File: src/rtl/core/amd_pkg.sv
// Shared constants, types and state codes for the accelerometer motion detector.
package amd_pkg;

  localparam int WINDOW = 20;

  localparam int IN_W      = 13;
  localparam int THR_W     = 19;
  localparam int OUT_L1_W  = 19;
  localparam int OUT_MAG_W = 19;
  localparam int OUT_SUM_W = 18;

  localparam int PTR_W   = (WINDOW > 1) ? $clog2(WINDOW) : 1;
  localparam int CNT_W   = $clog2(WINDOW + 1);
  localparam int STORE_W = 3 * IN_W;

  // window sum, signed deviation, deviation magnitude, L1 sum
  localparam int SUM_W = IN_W + $clog2(WINDOW);
  localparam int DEV_W = SUM_W + 1;
  localparam int ABS_W = SUM_W;
  localparam int L1_W  = ABS_W + 2;
  localparam int CMP_W = (L1_W > THR_W) ? L1_W : THR_W;

  // squares, their sum and its root
  localparam int PROD_W = 2 * ABS_W;
  localparam int SQ_W   = 2 * ABS_W + 2;
  localparam int RT_W   = ABS_W + 1;
  localparam int RM_W   = RT_W + 2;
  localparam int ITER_W = $clog2(RT_W);

  localparam int SQC_W = 2;
  localparam logic [SQC_W-1:0] SQ_LAST = SQC_W'(3);

  localparam logic signed [DEV_W-1:0] WINDOW_S  = DEV_W'(WINDOW);
  localparam logic [THR_W-1:0]        THR_RESET = THR_W'(160);

  typedef enum logic [2:0] {
    ST_IDLE,
    ST_DEV,
    ST_L1,
    ST_SQ,
    ST_ROOT,
    ST_DONE
  } amd_state_t;

  typedef struct packed {
    logic             warm;
    logic [ABS_W-1:0] ax;
    logic [ABS_W-1:0] ay;
    logic [ABS_W-1:0] az;
    logic [SUM_W-1:0] sum_x;
    logic [SUM_W-1:0] sum_y;
    logic [SUM_W-1:0] sum_z;
  } win_res_t;

endpackage

File: src/rtl/core/amd_if.sv
// Valid/ready channel interfaces for samples and detection results.
interface amd_sample_if import amd_pkg::*; ();
  logic                   valid;
  logic                   ready;
  logic signed [IN_W-1:0] accel_x;
  logic signed [IN_W-1:0] accel_y;
  logic signed [IN_W-1:0] accel_z;

  modport source (output valid, output accel_x, output accel_y, output accel_z,
                  input ready);
  modport sink   (input valid, input accel_x, input accel_y, input accel_z,
                  output ready);
endinterface

interface amd_result_if import amd_pkg::*; ();
  logic                        valid;
  logic                        ready;
  logic                        warming_up;
  logic                        motion;
  logic [OUT_L1_W-1:0]         l1_deviation;
  logic [OUT_MAG_W-1:0]        magnitude;
  logic signed [OUT_SUM_W-1:0] sum_x;
  logic signed [OUT_SUM_W-1:0] sum_y;
  logic signed [OUT_SUM_W-1:0] sum_z;

  modport source (output valid, output warming_up, output motion, output l1_deviation,
                  output magnitude, output sum_x, output sum_y, output sum_z,
                  input ready);
  modport sink   (input valid, input warming_up, input motion, input l1_deviation,
                  input magnitude, input sum_x, input sum_y, input sum_z,
                  output ready);
endinterface

File: src/rtl/core/amd_ram.sv
// Generic single-write, single-read RAM with registered read data.
module amd_ram #(
  parameter int WIDTH = 8,
  parameter int DEPTH = 16
) (
  input  logic                                          clk,
  input  logic                                          we,
  input  logic [((DEPTH > 1) ? $clog2(DEPTH) : 1)-1:0]  waddr,
  input  logic [WIDTH-1:0]                              wdata,
  input  logic [((DEPTH > 1) ? $clog2(DEPTH) : 1)-1:0]  raddr,
  output logic [WIDTH-1:0]                              rdata
);

  logic [WIDTH-1:0] mem [DEPTH];

  always_ff @(posedge clk) begin
    if (we) begin
      mem[waddr] <= wdata;
    end
    rdata <= mem[raddr];
  end

endmodule

File: src/rtl/core/amd_window.sv
// Sample window store, running sums and per-axis deviation registers.
module amd_window import amd_pkg::*; (
  input  logic                   clk,
  input  logic                   rst,
  input  logic                   step,
  input  logic signed [IN_W-1:0] sx,
  input  logic signed [IN_W-1:0] sy,
  input  logic signed [IN_W-1:0] sz,
  output win_res_t               res
);

  logic [PTR_W-1:0]       wp;
  logic [CNT_W-1:0]       fill;
  logic [STORE_W-1:0]     rdata;
  logic                   warm;
  logic signed [IN_W-1:0] old_x, old_y, old_z;
  logic signed [SUM_W-1:0] sum_x, sum_y, sum_z;
  logic                   warm_q;
  logic [ABS_W-1:0]       ax_q, ay_q, az_q;

  function automatic logic [ABS_W-1:0] abs_dev(input logic signed [IN_W-1:0] s,
                                               input logic signed [SUM_W-1:0] sum);
    logic signed [DEV_W-1:0] d;
    d = DEV_W'(s) * WINDOW_S - DEV_W'(sum);
    return ABS_W'(d[DEV_W-1] ? -d : d);
  endfunction

  // read address is the write pointer; data is ready in the cycle after accept
  amd_ram #(.WIDTH(STORE_W), .DEPTH(WINDOW)) u_store (
    .clk   (clk),
    .we    (step),
    .waddr (wp),
    .wdata ({sz, sy, sx}),
    .raddr (wp),
    .rdata (rdata)
  );

  // while filling, the slot at wp has never been written since reset
  assign warm  = fill < CNT_W'(WINDOW);
  assign old_x = warm ? '0 : $signed(rdata[IN_W-1:0]);
  assign old_y = warm ? '0 : $signed(rdata[2*IN_W-1:IN_W]);
  assign old_z = warm ? '0 : $signed(rdata[3*IN_W-1:2*IN_W]);

  always_ff @(posedge clk) begin
    if (rst) begin
      wp    <= '0;
      fill  <= '0;
      sum_x <= '0;
      sum_y <= '0;
      sum_z <= '0;
    end else if (step) begin
      sum_x <= sum_x + SUM_W'(sx) - SUM_W'(old_x);
      sum_y <= sum_y + SUM_W'(sy) - SUM_W'(old_y);
      sum_z <= sum_z + SUM_W'(sz) - SUM_W'(old_z);
      wp    <= (wp == PTR_W'(WINDOW - 1)) ? '0 : wp + PTR_W'(1);
      if (warm) begin
        fill <= fill + CNT_W'(1);
      end
    end
  end

  always_ff @(posedge clk) begin
    if (step) begin
      warm_q <= warm;
      ax_q   <= abs_dev(sx, sum_x);
      ay_q   <= abs_dev(sy, sum_y);
      az_q   <= abs_dev(sz, sum_z);
    end
  end

  assign res = {warm_q, ax_q, ay_q, az_q, sum_x, sum_y, sum_z};

endmodule

File: src/rtl/core/amd_isqrt.sv
// Digit-serial integer square root, two radicand bits per cycle.
module amd_isqrt import amd_pkg::*; (
  input  logic              clk,
  input  logic              rst,
  input  logic              start,
  input  logic [SQ_W-1:0]   radicand,
  output logic              done,
  output logic [RT_W-1:0]   root
);

  logic                busy;
  logic [ITER_W-1:0]   cnt;
  logic [SQ_W-1:0]     sh;
  logic [RM_W-1:0]     rem;
  logic [RM_W+1:0]     rem_sh;
  logic [RM_W+1:0]     trial;
  logic [RM_W+1:0]     diff;
  logic                ge;

  assign rem_sh = {rem, sh[SQ_W-1 -: 2]};
  assign trial  = (RM_W + 2)'({root, 2'b01});
  assign diff   = rem_sh - trial;
  assign ge     = rem_sh >= trial;

  always_ff @(posedge clk) begin
    if (rst) begin
      busy <= 1'b0;
      done <= 1'b0;
    end else begin
      done <= 1'b0;
      if (start) begin
        busy <= 1'b1;
      end else if (busy && cnt == ITER_W'(RT_W - 1)) begin
        busy <= 1'b0;
        done <= 1'b1;
      end
    end
  end

  always_ff @(posedge clk) begin
    if (start) begin
      cnt  <= '0;
      sh   <= radicand;
      rem  <= '0;
      root <= '0;
    end else if (busy) begin
      cnt  <= cnt + ITER_W'(1);
      sh   <= sh << 2;
      rem  <= ge ? RM_W'(diff) : RM_W'(rem_sh);
      root <= {root[RT_W-2:0], ge};
    end
  end

endmodule

File: src/rtl/core/accel_motion_detector.sv
// Top level: moving-average motion detector with L1 threshold and root magnitude.
//
//  channel   dir  beat contents
//  sample    in   accel_x, accel_y, accel_z (13-bit signed)
//  result    out  warming_up, motion, l1_deviation, magnitude, sum_x/y/z
//  cfg_wr    in   diff_threshold (19-bit), written whenever cfg_wr_en is high
//
// One sample at a time: accept, window step, L1 compare and output load; with
// motion the squares and the 19-step two-bit-per-cycle root run before the load.
// rst is synchronous; window contents need no clearing, the fill count masks them.
// A finished result waits in the output register; the next sample is still taken.
module accel_motion_detector import amd_pkg::*; (
  input  logic               clk,
  input  logic               rst,
  input  logic               cfg_wr_en,
  input  logic [THR_W-1:0]   cfg_wr_data,
  amd_sample_if.sink         sample,
  amd_result_if.source       result
);

  amd_state_t              state, state_next;
  logic [THR_W-1:0]        thr;
  logic signed [IN_W-1:0]  sx, sy, sz;
  win_res_t                win;
  logic                    win_step;
  logic [L1_W-1:0]         l1_sum;
  logic [L1_W-1:0]         l1;
  logic                    motion;
  logic [RT_W-1:0]         mag;
  logic [SQC_W-1:0]        sq_cnt;
  logic [ABS_W-1:0]        sq_sel;
  logic [PROD_W-1:0]       prod;
  logic [SQ_W-1:0]         acc;
  logic [SQ_W-1:0]         acc_next;
  logic                    root_start;
  logic                    root_done;
  logic [RT_W-1:0]         root;
  logic                    out_free;
  logic                    out_load;

  amd_window u_window (
    .clk  (clk),
    .rst  (rst),
    .step (win_step),
    .sx   (sx),
    .sy   (sy),
    .sz   (sz),
    .res  (win)
  );

  amd_isqrt u_isqrt (
    .clk      (clk),
    .rst      (rst),
    .start    (root_start),
    .radicand (acc_next),
    .done     (root_done),
    .root     (root)
  );

  always_ff @(posedge clk) begin
    if (rst) begin
      thr <= THR_RESET;
    end else if (cfg_wr_en) begin
      thr <= cfg_wr_data;
    end
  end

  assign l1_sum   = L1_W'(win.ax) + L1_W'(win.ay) + L1_W'(win.az);
  assign out_free = !result.valid || result.ready;
  assign acc_next = acc + SQ_W'(prod);

  always_comb begin
    unique case (sq_cnt)
      SQC_W'(0): sq_sel = win.ax;
      SQC_W'(1): sq_sel = win.ay;
      default:   sq_sel = win.az;
    endcase
  end

  always_ff @(posedge clk) begin
    if (rst) begin
      state <= ST_IDLE;
    end else begin
      state <= state_next;
    end
  end

  always_comb begin
    state_next   = state;
    sample.ready = 1'b0;
    win_step     = 1'b0;
    root_start   = 1'b0;
    out_load     = 1'b0;
    unique case (state)
      ST_IDLE: begin
        sample.ready = 1'b1;
        if (sample.valid) begin
          state_next = ST_DEV;
        end
      end
      ST_DEV: begin
        win_step   = 1'b1;
        state_next = ST_L1;
      end
      ST_L1: begin
        if (!win.warm && CMP_W'(l1_sum) > CMP_W'(thr)) begin
          state_next = ST_SQ;
        end else begin
          state_next = ST_DONE;
        end
      end
      ST_SQ: begin
        if (sq_cnt == SQ_LAST) begin
          root_start = 1'b1;
          state_next = ST_ROOT;
        end
      end
      ST_ROOT: begin
        if (root_done) begin
          state_next = ST_DONE;
        end
      end
      ST_DONE: begin
        if (out_free) begin
          out_load   = 1'b1;
          state_next = ST_IDLE;
        end
      end
      default: state_next = ST_IDLE;
    endcase
  end

  always_ff @(posedge clk) begin
    if (sample.valid && sample.ready) begin
      sx <= sample.accel_x;
      sy <= sample.accel_y;
      sz <= sample.accel_z;
    end
  end

  // squares: one product per cycle, accumulated in the cycle after
  always_ff @(posedge clk) begin
    if (state == ST_L1) begin
      l1     <= win.warm ? '0 : l1_sum;
      motion <= !win.warm && CMP_W'(l1_sum) > CMP_W'(thr);
      mag    <= '0;
      sq_cnt <= '0;
      acc    <= '0;
      prod   <= '0;
    end else if (state == ST_SQ) begin
      sq_cnt <= sq_cnt + SQC_W'(1);
      prod   <= sq_sel * sq_sel;
      acc    <= acc_next;
    end else if (state == ST_ROOT && root_done) begin
      mag <= root;
    end
  end

  always_ff @(posedge clk) begin
    if (rst) begin
      result.valid <= 1'b0;
    end else if (out_load) begin
      result.valid <= 1'b1;
    end else if (result.ready) begin
      result.valid <= 1'b0;
    end
  end

  always_ff @(posedge clk) begin
    if (out_load) begin
      result.warming_up   <= win.warm;
      result.motion       <= motion;
      result.l1_deviation <= OUT_L1_W'(l1);
      result.magnitude    <= OUT_MAG_W'(mag);
      result.sum_x        <= OUT_SUM_W'($signed(win.sum_x));
      result.sum_y        <= OUT_SUM_W'($signed(win.sum_y));
      result.sum_z        <= OUT_SUM_W'($signed(win.sum_z));
    end
  end

  a_accept_to_dev: assert property (@(posedge clk) disable iff (rst)
    sample.valid && sample.ready |=> state == ST_DEV)
    else $error("accepted sample did not start the window step");

  a_root_in_root_state: assert property (@(posedge clk) disable iff (rst)
    root_done |-> state == ST_ROOT)
    else $error("square root finished outside the root state");

  a_no_motion_no_mag: assert property (@(posedge clk) disable iff (rst)
    result.valid && !result.motion |-> result.magnitude == '0)
    else $error("magnitude nonzero without motion");

  a_warm_quiet: assert property (@(posedge clk) disable iff (rst)
    result.valid && result.warming_up |-> !result.motion && result.l1_deviation == '0)
    else $error("detection reported during warm-up");

endmodule
File: src/flat_wrapper.sv
// flat-port wrapper written by rule: the top's interface ports become plain ports
module accel_motion_detector_flat import amd_pkg::*;
  (clk, rst, cfg_wr_en, cfg_wr_data, sample_valid, sample_accel_x, sample_accel_y, sample_accel_z, sample_ready, result_valid, result_warming_up, result_motion, result_l1_deviation, result_magnitude, result_sum_x, result_sum_y, result_sum_z, result_ready);
  amd_sample_if sample_i ();
  amd_result_if result_i ();
  input  logic clk;
  input  logic rst;
  input  logic cfg_wr_en;
  input  logic [THR_W-1:0] cfg_wr_data;
  input wire logic [$bits(sample_i.valid)-1:0] sample_valid;
  input wire logic [$bits(sample_i.accel_x)-1:0] sample_accel_x;
  input wire logic [$bits(sample_i.accel_y)-1:0] sample_accel_y;
  input wire logic [$bits(sample_i.accel_z)-1:0] sample_accel_z;
  output wire logic [$bits(sample_i.ready)-1:0] sample_ready;
  output wire logic [$bits(result_i.valid)-1:0] result_valid;
  output wire logic [$bits(result_i.warming_up)-1:0] result_warming_up;
  output wire logic [$bits(result_i.motion)-1:0] result_motion;
  output wire logic [$bits(result_i.l1_deviation)-1:0] result_l1_deviation;
  output wire logic [$bits(result_i.magnitude)-1:0] result_magnitude;
  output wire logic [$bits(result_i.sum_x)-1:0] result_sum_x;
  output wire logic [$bits(result_i.sum_y)-1:0] result_sum_y;
  output wire logic [$bits(result_i.sum_z)-1:0] result_sum_z;
  input wire logic [$bits(result_i.ready)-1:0] result_ready;
  assign sample_i.valid = sample_valid;
  assign sample_i.accel_x = sample_accel_x;
  assign sample_i.accel_y = sample_accel_y;
  assign sample_i.accel_z = sample_accel_z;
  assign sample_ready = sample_i.ready;
  assign result_valid = result_i.valid;
  assign result_warming_up = result_i.warming_up;
  assign result_motion = result_i.motion;
  assign result_l1_deviation = result_i.l1_deviation;
  assign result_magnitude = result_i.magnitude;
  assign result_sum_x = result_i.sum_x;
  assign result_sum_y = result_i.sum_y;
  assign result_sum_z = result_i.sum_z;
  assign result_i.ready = result_ready;
  accel_motion_detector u_core (.clk(clk), .rst(rst), .cfg_wr_en(cfg_wr_en), .cfg_wr_data(cfg_wr_data), .sample(sample_i), .result(result_i));
endmodule
File: config.mk
export PLATFORM = sky130hd
export DESIGN_NAME = accel_motion_detector_flat
export DESIGN_NICKNAME = d
export VERILOG_FILES = /design/src/rtl/core/amd_pkg.sv /design/src/rtl/core/amd_if.sv /design/src/rtl/core/amd_ram.sv /design/src/rtl/core/amd_window.sv /design/src/rtl/core/amd_isqrt.sv /design/src/rtl/core/accel_motion_detector.sv /design/src/flat_wrapper.sv
export SDC_FILE = /design/constraint.sdc
export NUM_CORES = 2
export LEC_CHECK = 0
export BUFFER_PORTS_ARGS = -buffer_cell sky130_fd_sc_hd__buf_2
export CELL_PAD_IN_SITES_DETAIL_PLACEMENT = 0
export CELL_PAD_IN_SITES_GLOBAL_PLACEMENT = 1
export CORE_UTILIZATION = 57
export CTS_CLUSTER_DIAMETER = 200
export CTS_CLUSTER_SIZE = 25
export DETAILED_ROUTE_END_ITERATION = 10
export PLACE_DENSITY_LB_ADDON = 0.1
export SYNTH_ARGS = -nofsm -noshare
export SYNTH_HDL_FRONTEND = slang
export SYNTH_SLANG_ARGS = --single-unit
File: constraint.sdc
create_clock -name clk -period 13.6 [get_ports clk]
set_clock_uncertainty 0.05 [all_clocks]
set_input_delay 0.68 -clock clk [delete_from_list [all_inputs] [get_ports clk]]
set_output_delay 0.68 -clock clk [all_outputs]
set_load 0.005 [all_outputs]
==> reports/qor.yml <==
final_layout:
  area_growth_pct: 6.51
  drive_gt1_share_pct: 9.80
  post-route-util_pct: 61.2
  num-nets-final: 6344
  antenna_cells: 0
  instances_no_fill: 7263
  n_fill_cell: 9552
setup_path:
  setup.worst_path.class: "reg2reg"
  crit_top_cell: "fa_1"
  timing.rr.start: "u_core.sq_cnt[1]$_SDFFE_PP0N_"
  critical_path.endpoint_type: "flip-flop"
  cp_max_fo: 23
  max_stage_delay_ps: 930
  r2r_cells: 26
  r2r_slack_ps: 4680
  cp.required_ps: 14150
  timing.rr.end: "u_core.prod[33]$_SDFFE_PP0N_"
  critPathLaunchType: "flip-flop"
  cp.arrival_ps: 9470
  crit_slowest_cell: "a21oi_1"
sta:
  maxSlewHeadroom_pct: 22.7
  fin_ws_ps: 4680
  hold_viol: 0
  tightest_slew_ps: 1160
  setup_viol: 0
  fin_crit_sh_pct: 65.6
  final.setup.tns_ps: 0
  max_clock_freq_mhz: 112
  slew_viol_final: 0
  rsz0062_at_grt: "no"
  post-route-min-period_ps: 8920
cts:
  post_cts_resized: 0
  cts_setup_buffers: 0
  clockBufferDepth: 3
  clock_sinks: 1293
  clkLatencyLatePin_ps: 740
  cts_hold_buf: 0
  path_clk_slew_ps: 120
  numCtsBuffers: 57
  htreeDepth: 2
  root_buffer: "clkbuf_16"
  cts_tree: "built"
floorplan:
  rows: 127
  die_y_um: 350
  die_area_sq_mm: 0.122
  initial_utilization_pct: 57.5
  core_sq_mm: 0.120
  ios: 159
  die_w_um: 350
synth:
  synth_edf_count: 1026
  post_synth_instance_area_sq_mm: 0.0689
  seq_area_frac_synth_pct: 52.5
  postSynthCellCount: 5495
  ys.flop_type: "edfxtp_1"
  synthArstFlopShare_pct: 0
  syn_area_per_cell_sq_um: 12.5
  synth-seq-cells: 1293
  synth_cell_types: 80
  syn-num-nets: 6237
  ys_warn_count: 0
grt:
  grt_usage_pct: 26.4
  top_usage_layer: "met2"
  grt_max_degree: 121
  grt_pass1_vias: 41600
  use_met1_pct: 36.5
  grt_pass1_wl_mm: 246
  antenna_found_initial: 6
  grt_use_met2_pct: 45.2
  grt_overflow: 0
  grt_util_met3_pct: 2.91
drt:
  drc: 0
  wirelength_mm: 160
  postRouteAntennaNets: 0
  num_vias: 41800
  first_pass_iters: 7
  dr.first_iter.drc_count: 3734
  vias_per_cell: 5.75
  wire_per_inst_um: 22.0
hold_path:
  hp-class: "in2reg"
  whs_endpoint: "u_core.sy[2]$_DFFE_PP_"
  hold_start: "sample_accel_y[2]"
  whs_path_depth: 1
placement:
  post-place-ws_ps: 4750
  dpl.hpwl_mm: 109
  dp_cells: 7154
  io_buffers: 158
  routabilityCongestion: 0.910
job:
  maxCapViolations: 0
run_status:
  outcome: "completed"
[logic make-up after synthesis]
| group | synth area share [%] |
|---|---|
| XOR/XNOR | 3.41 |
| AO/OA/AOI/OAI | 8.46 |
| adder cells (fa/ha/maj) | 15.5 |
| flip-flops | 52.5 |
| multiplexers | 7.76 |
| AND/OR/NAND/NOR | 8.01 |
| buffers and inverters | 4.38 |
[worst max path at each step]
stage	from	cells past startpoint	slack (ps)	endpoint
2_1_floorplan	u_core.sq_cnt[0]$_SDFFE_PP0N_	28	6300	u_core.prod[33]$_SDFFE_PP0N_
3_3_place_gp	u_core.sq_cnt[0]$_SDFFE_PP0N_	28	4840	u_core.prod[33]$_SDFFE_PP0N_
3_5_place_dp	u_core.sq_cnt[0]$_SDFFE_PP0N_	26	4750	u_core.prod[33]$_SDFFE_PP0N_
4_1_cts	u_core.sq_cnt[1]$_SDFFE_PP0N_	26	4690	u_core.prod[33]$_SDFFE_PP0N_
5_1_grt	u_core.sq_cnt[1]$_SDFFE_PP0N_	28	4090	u_core.prod[33]$_SDFFE_PP0N_
6_report	u_core.sq_cnt[1]$_SDFFE_PP0N_	26	4680	u_core.prod[33]$_SDFFE_PP0N_
[critical path: cells and delay by family (launching register included)]
| family | cells | cell delay (ps) |
|---|---|---|
| adder cells (fa/ha/maj) | 8 | 3840 |
| AO/OA/AOI/OAI | 9 | 2760 |
| buffers and inverters | 6 | 1190 |
| AND/OR/NAND/NOR | 2 | 430 |
| flip-flops | 1 | 340 |
| XOR/XNOR | 1 | 160 |
[layout by cell type, fill, tap and decap left out, types with 34 or more instances in the layout]
cell type / instances
clkbuf_1: 47
a21oi_1: 246
o21a_1: 38
nor2b_1: 34
mux4_2: 195
clkbuf_16: 57
ha_1: 389
nor2_1: 282
buf_4: 74
fa_1: 290
inv_1: 610
xnor2_1: 183
and2_1: 50
nand2_1: 568
nor3_1: 57
dfxtp_1: 262
nand3_1: 43
a22oi_1: 42
edfxtp_1: 1026
buf_2: 157
mux2i_1: 94
o21ai_0: 276
xor2_1: 85
a21o_1: 99
[layout make-up]
type | instances | area (sq um) | share of cell area (%)
clock buffer | 104 | 1600 | 2.18
multi-input combinational | 3401 | 29800 | 40.6
sequential | 1293 | 36200 | 49.3
tap | 1612 | 2020 | 2.75
timing repair buffer | 232 | 1360 | 1.86
clock inverter | 4 | 98.8 | 0.135
inverter | 617 | 2320 | 3.16
[state kept, by name (all words and copies together), names as in the netlist, 19 cells and up]
signal                         flops
u_core.acc                        38
u_core.l1                         19
u_core.mag                        19
u_core.prod                       35
u_core.result.l1_deviation        19
u_core.result.magnitude           19
u_core.thr                        19
u_core.u_isqrt.rem                21
u_core.u_isqrt.root               19
u_core.u_isqrt.sh                 38
u_core.u_window.u_store.mem      780
u_core.u_window.u_store.rdata     39
[routing by layer]
metal	vias to the layer above	part of all wire, %
met5	-	0
met4	0	2.2
met3	197	5.5
met2	1116	49
met1	20800	43
li1	19700	-
[cells in the mapped netlist (14+ instances only)]
| library cell | number | area (sq um) |
|---|---|---|
| buf_1 | 37 | 139 |
| and3_1 | 29 | 181 |
| o31ai_1 | 21 | 158 |
| o21a_1 | 38 | 285 |
| edfxtp_1 | 1026 | 30800 |
| or3_1 | 32 | 200 |
| o211ai_1 | 14 | 105 |
| nor2b_1 | 35 | 219 |
| xor2_1 | 85 | 744 |
| a22o_1 | 19 | 166 |
| a211oi_1 | 24 | 180 |
| and2_1 | 67 | 419 |
| mux2i_1 | 94 | 941 |
| nand4_1 | 27 | 169 |
| xnor2_1 | 183 | 1600 |
| a21o_1 | 99 | 743 |
| fa_1 | 290 | 5810 |
| mux4_2 | 195 | 4390 |
| a21boi_0 | 18 | 135 |
| ha_1 | 389 | 4870 |
| a31oi_1 | 27 | 169 |
| a21oi_1 | 247 | 1240 |
| o21ai_0 | 276 | 1380 |
| a22oi_1 | 42 | 315 |
| nand2b_1 | 28 | 175 |
| o41ai_1 | 15 | 131 |
| nand3_1 | 43 | 215 |
| nor2_1 | 284 | 1070 |
| nor3_1 | 58 | 290 |
| dfxtp_1 | 267 | 5350 |
| inv_1 | 610 | 2290 |
| nand2_1 | 569 | 2140 |
| o21bai_1 | 25 | 188 |
| clkbuf_1 | 144 | 541 |
[metrics by stage]
step | instance area [sq um] | hold WS [ps]
floorplan | 68900 | 350
global placement | 71700 | 353
detailed placement | 71700 | 355
CTS | 73400 | 26.5
global route | 73400 | 36.5
finish | 73400 | 55.2
Power is not shown: default switching activity piles up to over one toggle a cycle in this logic, so the estimate is an artifact.
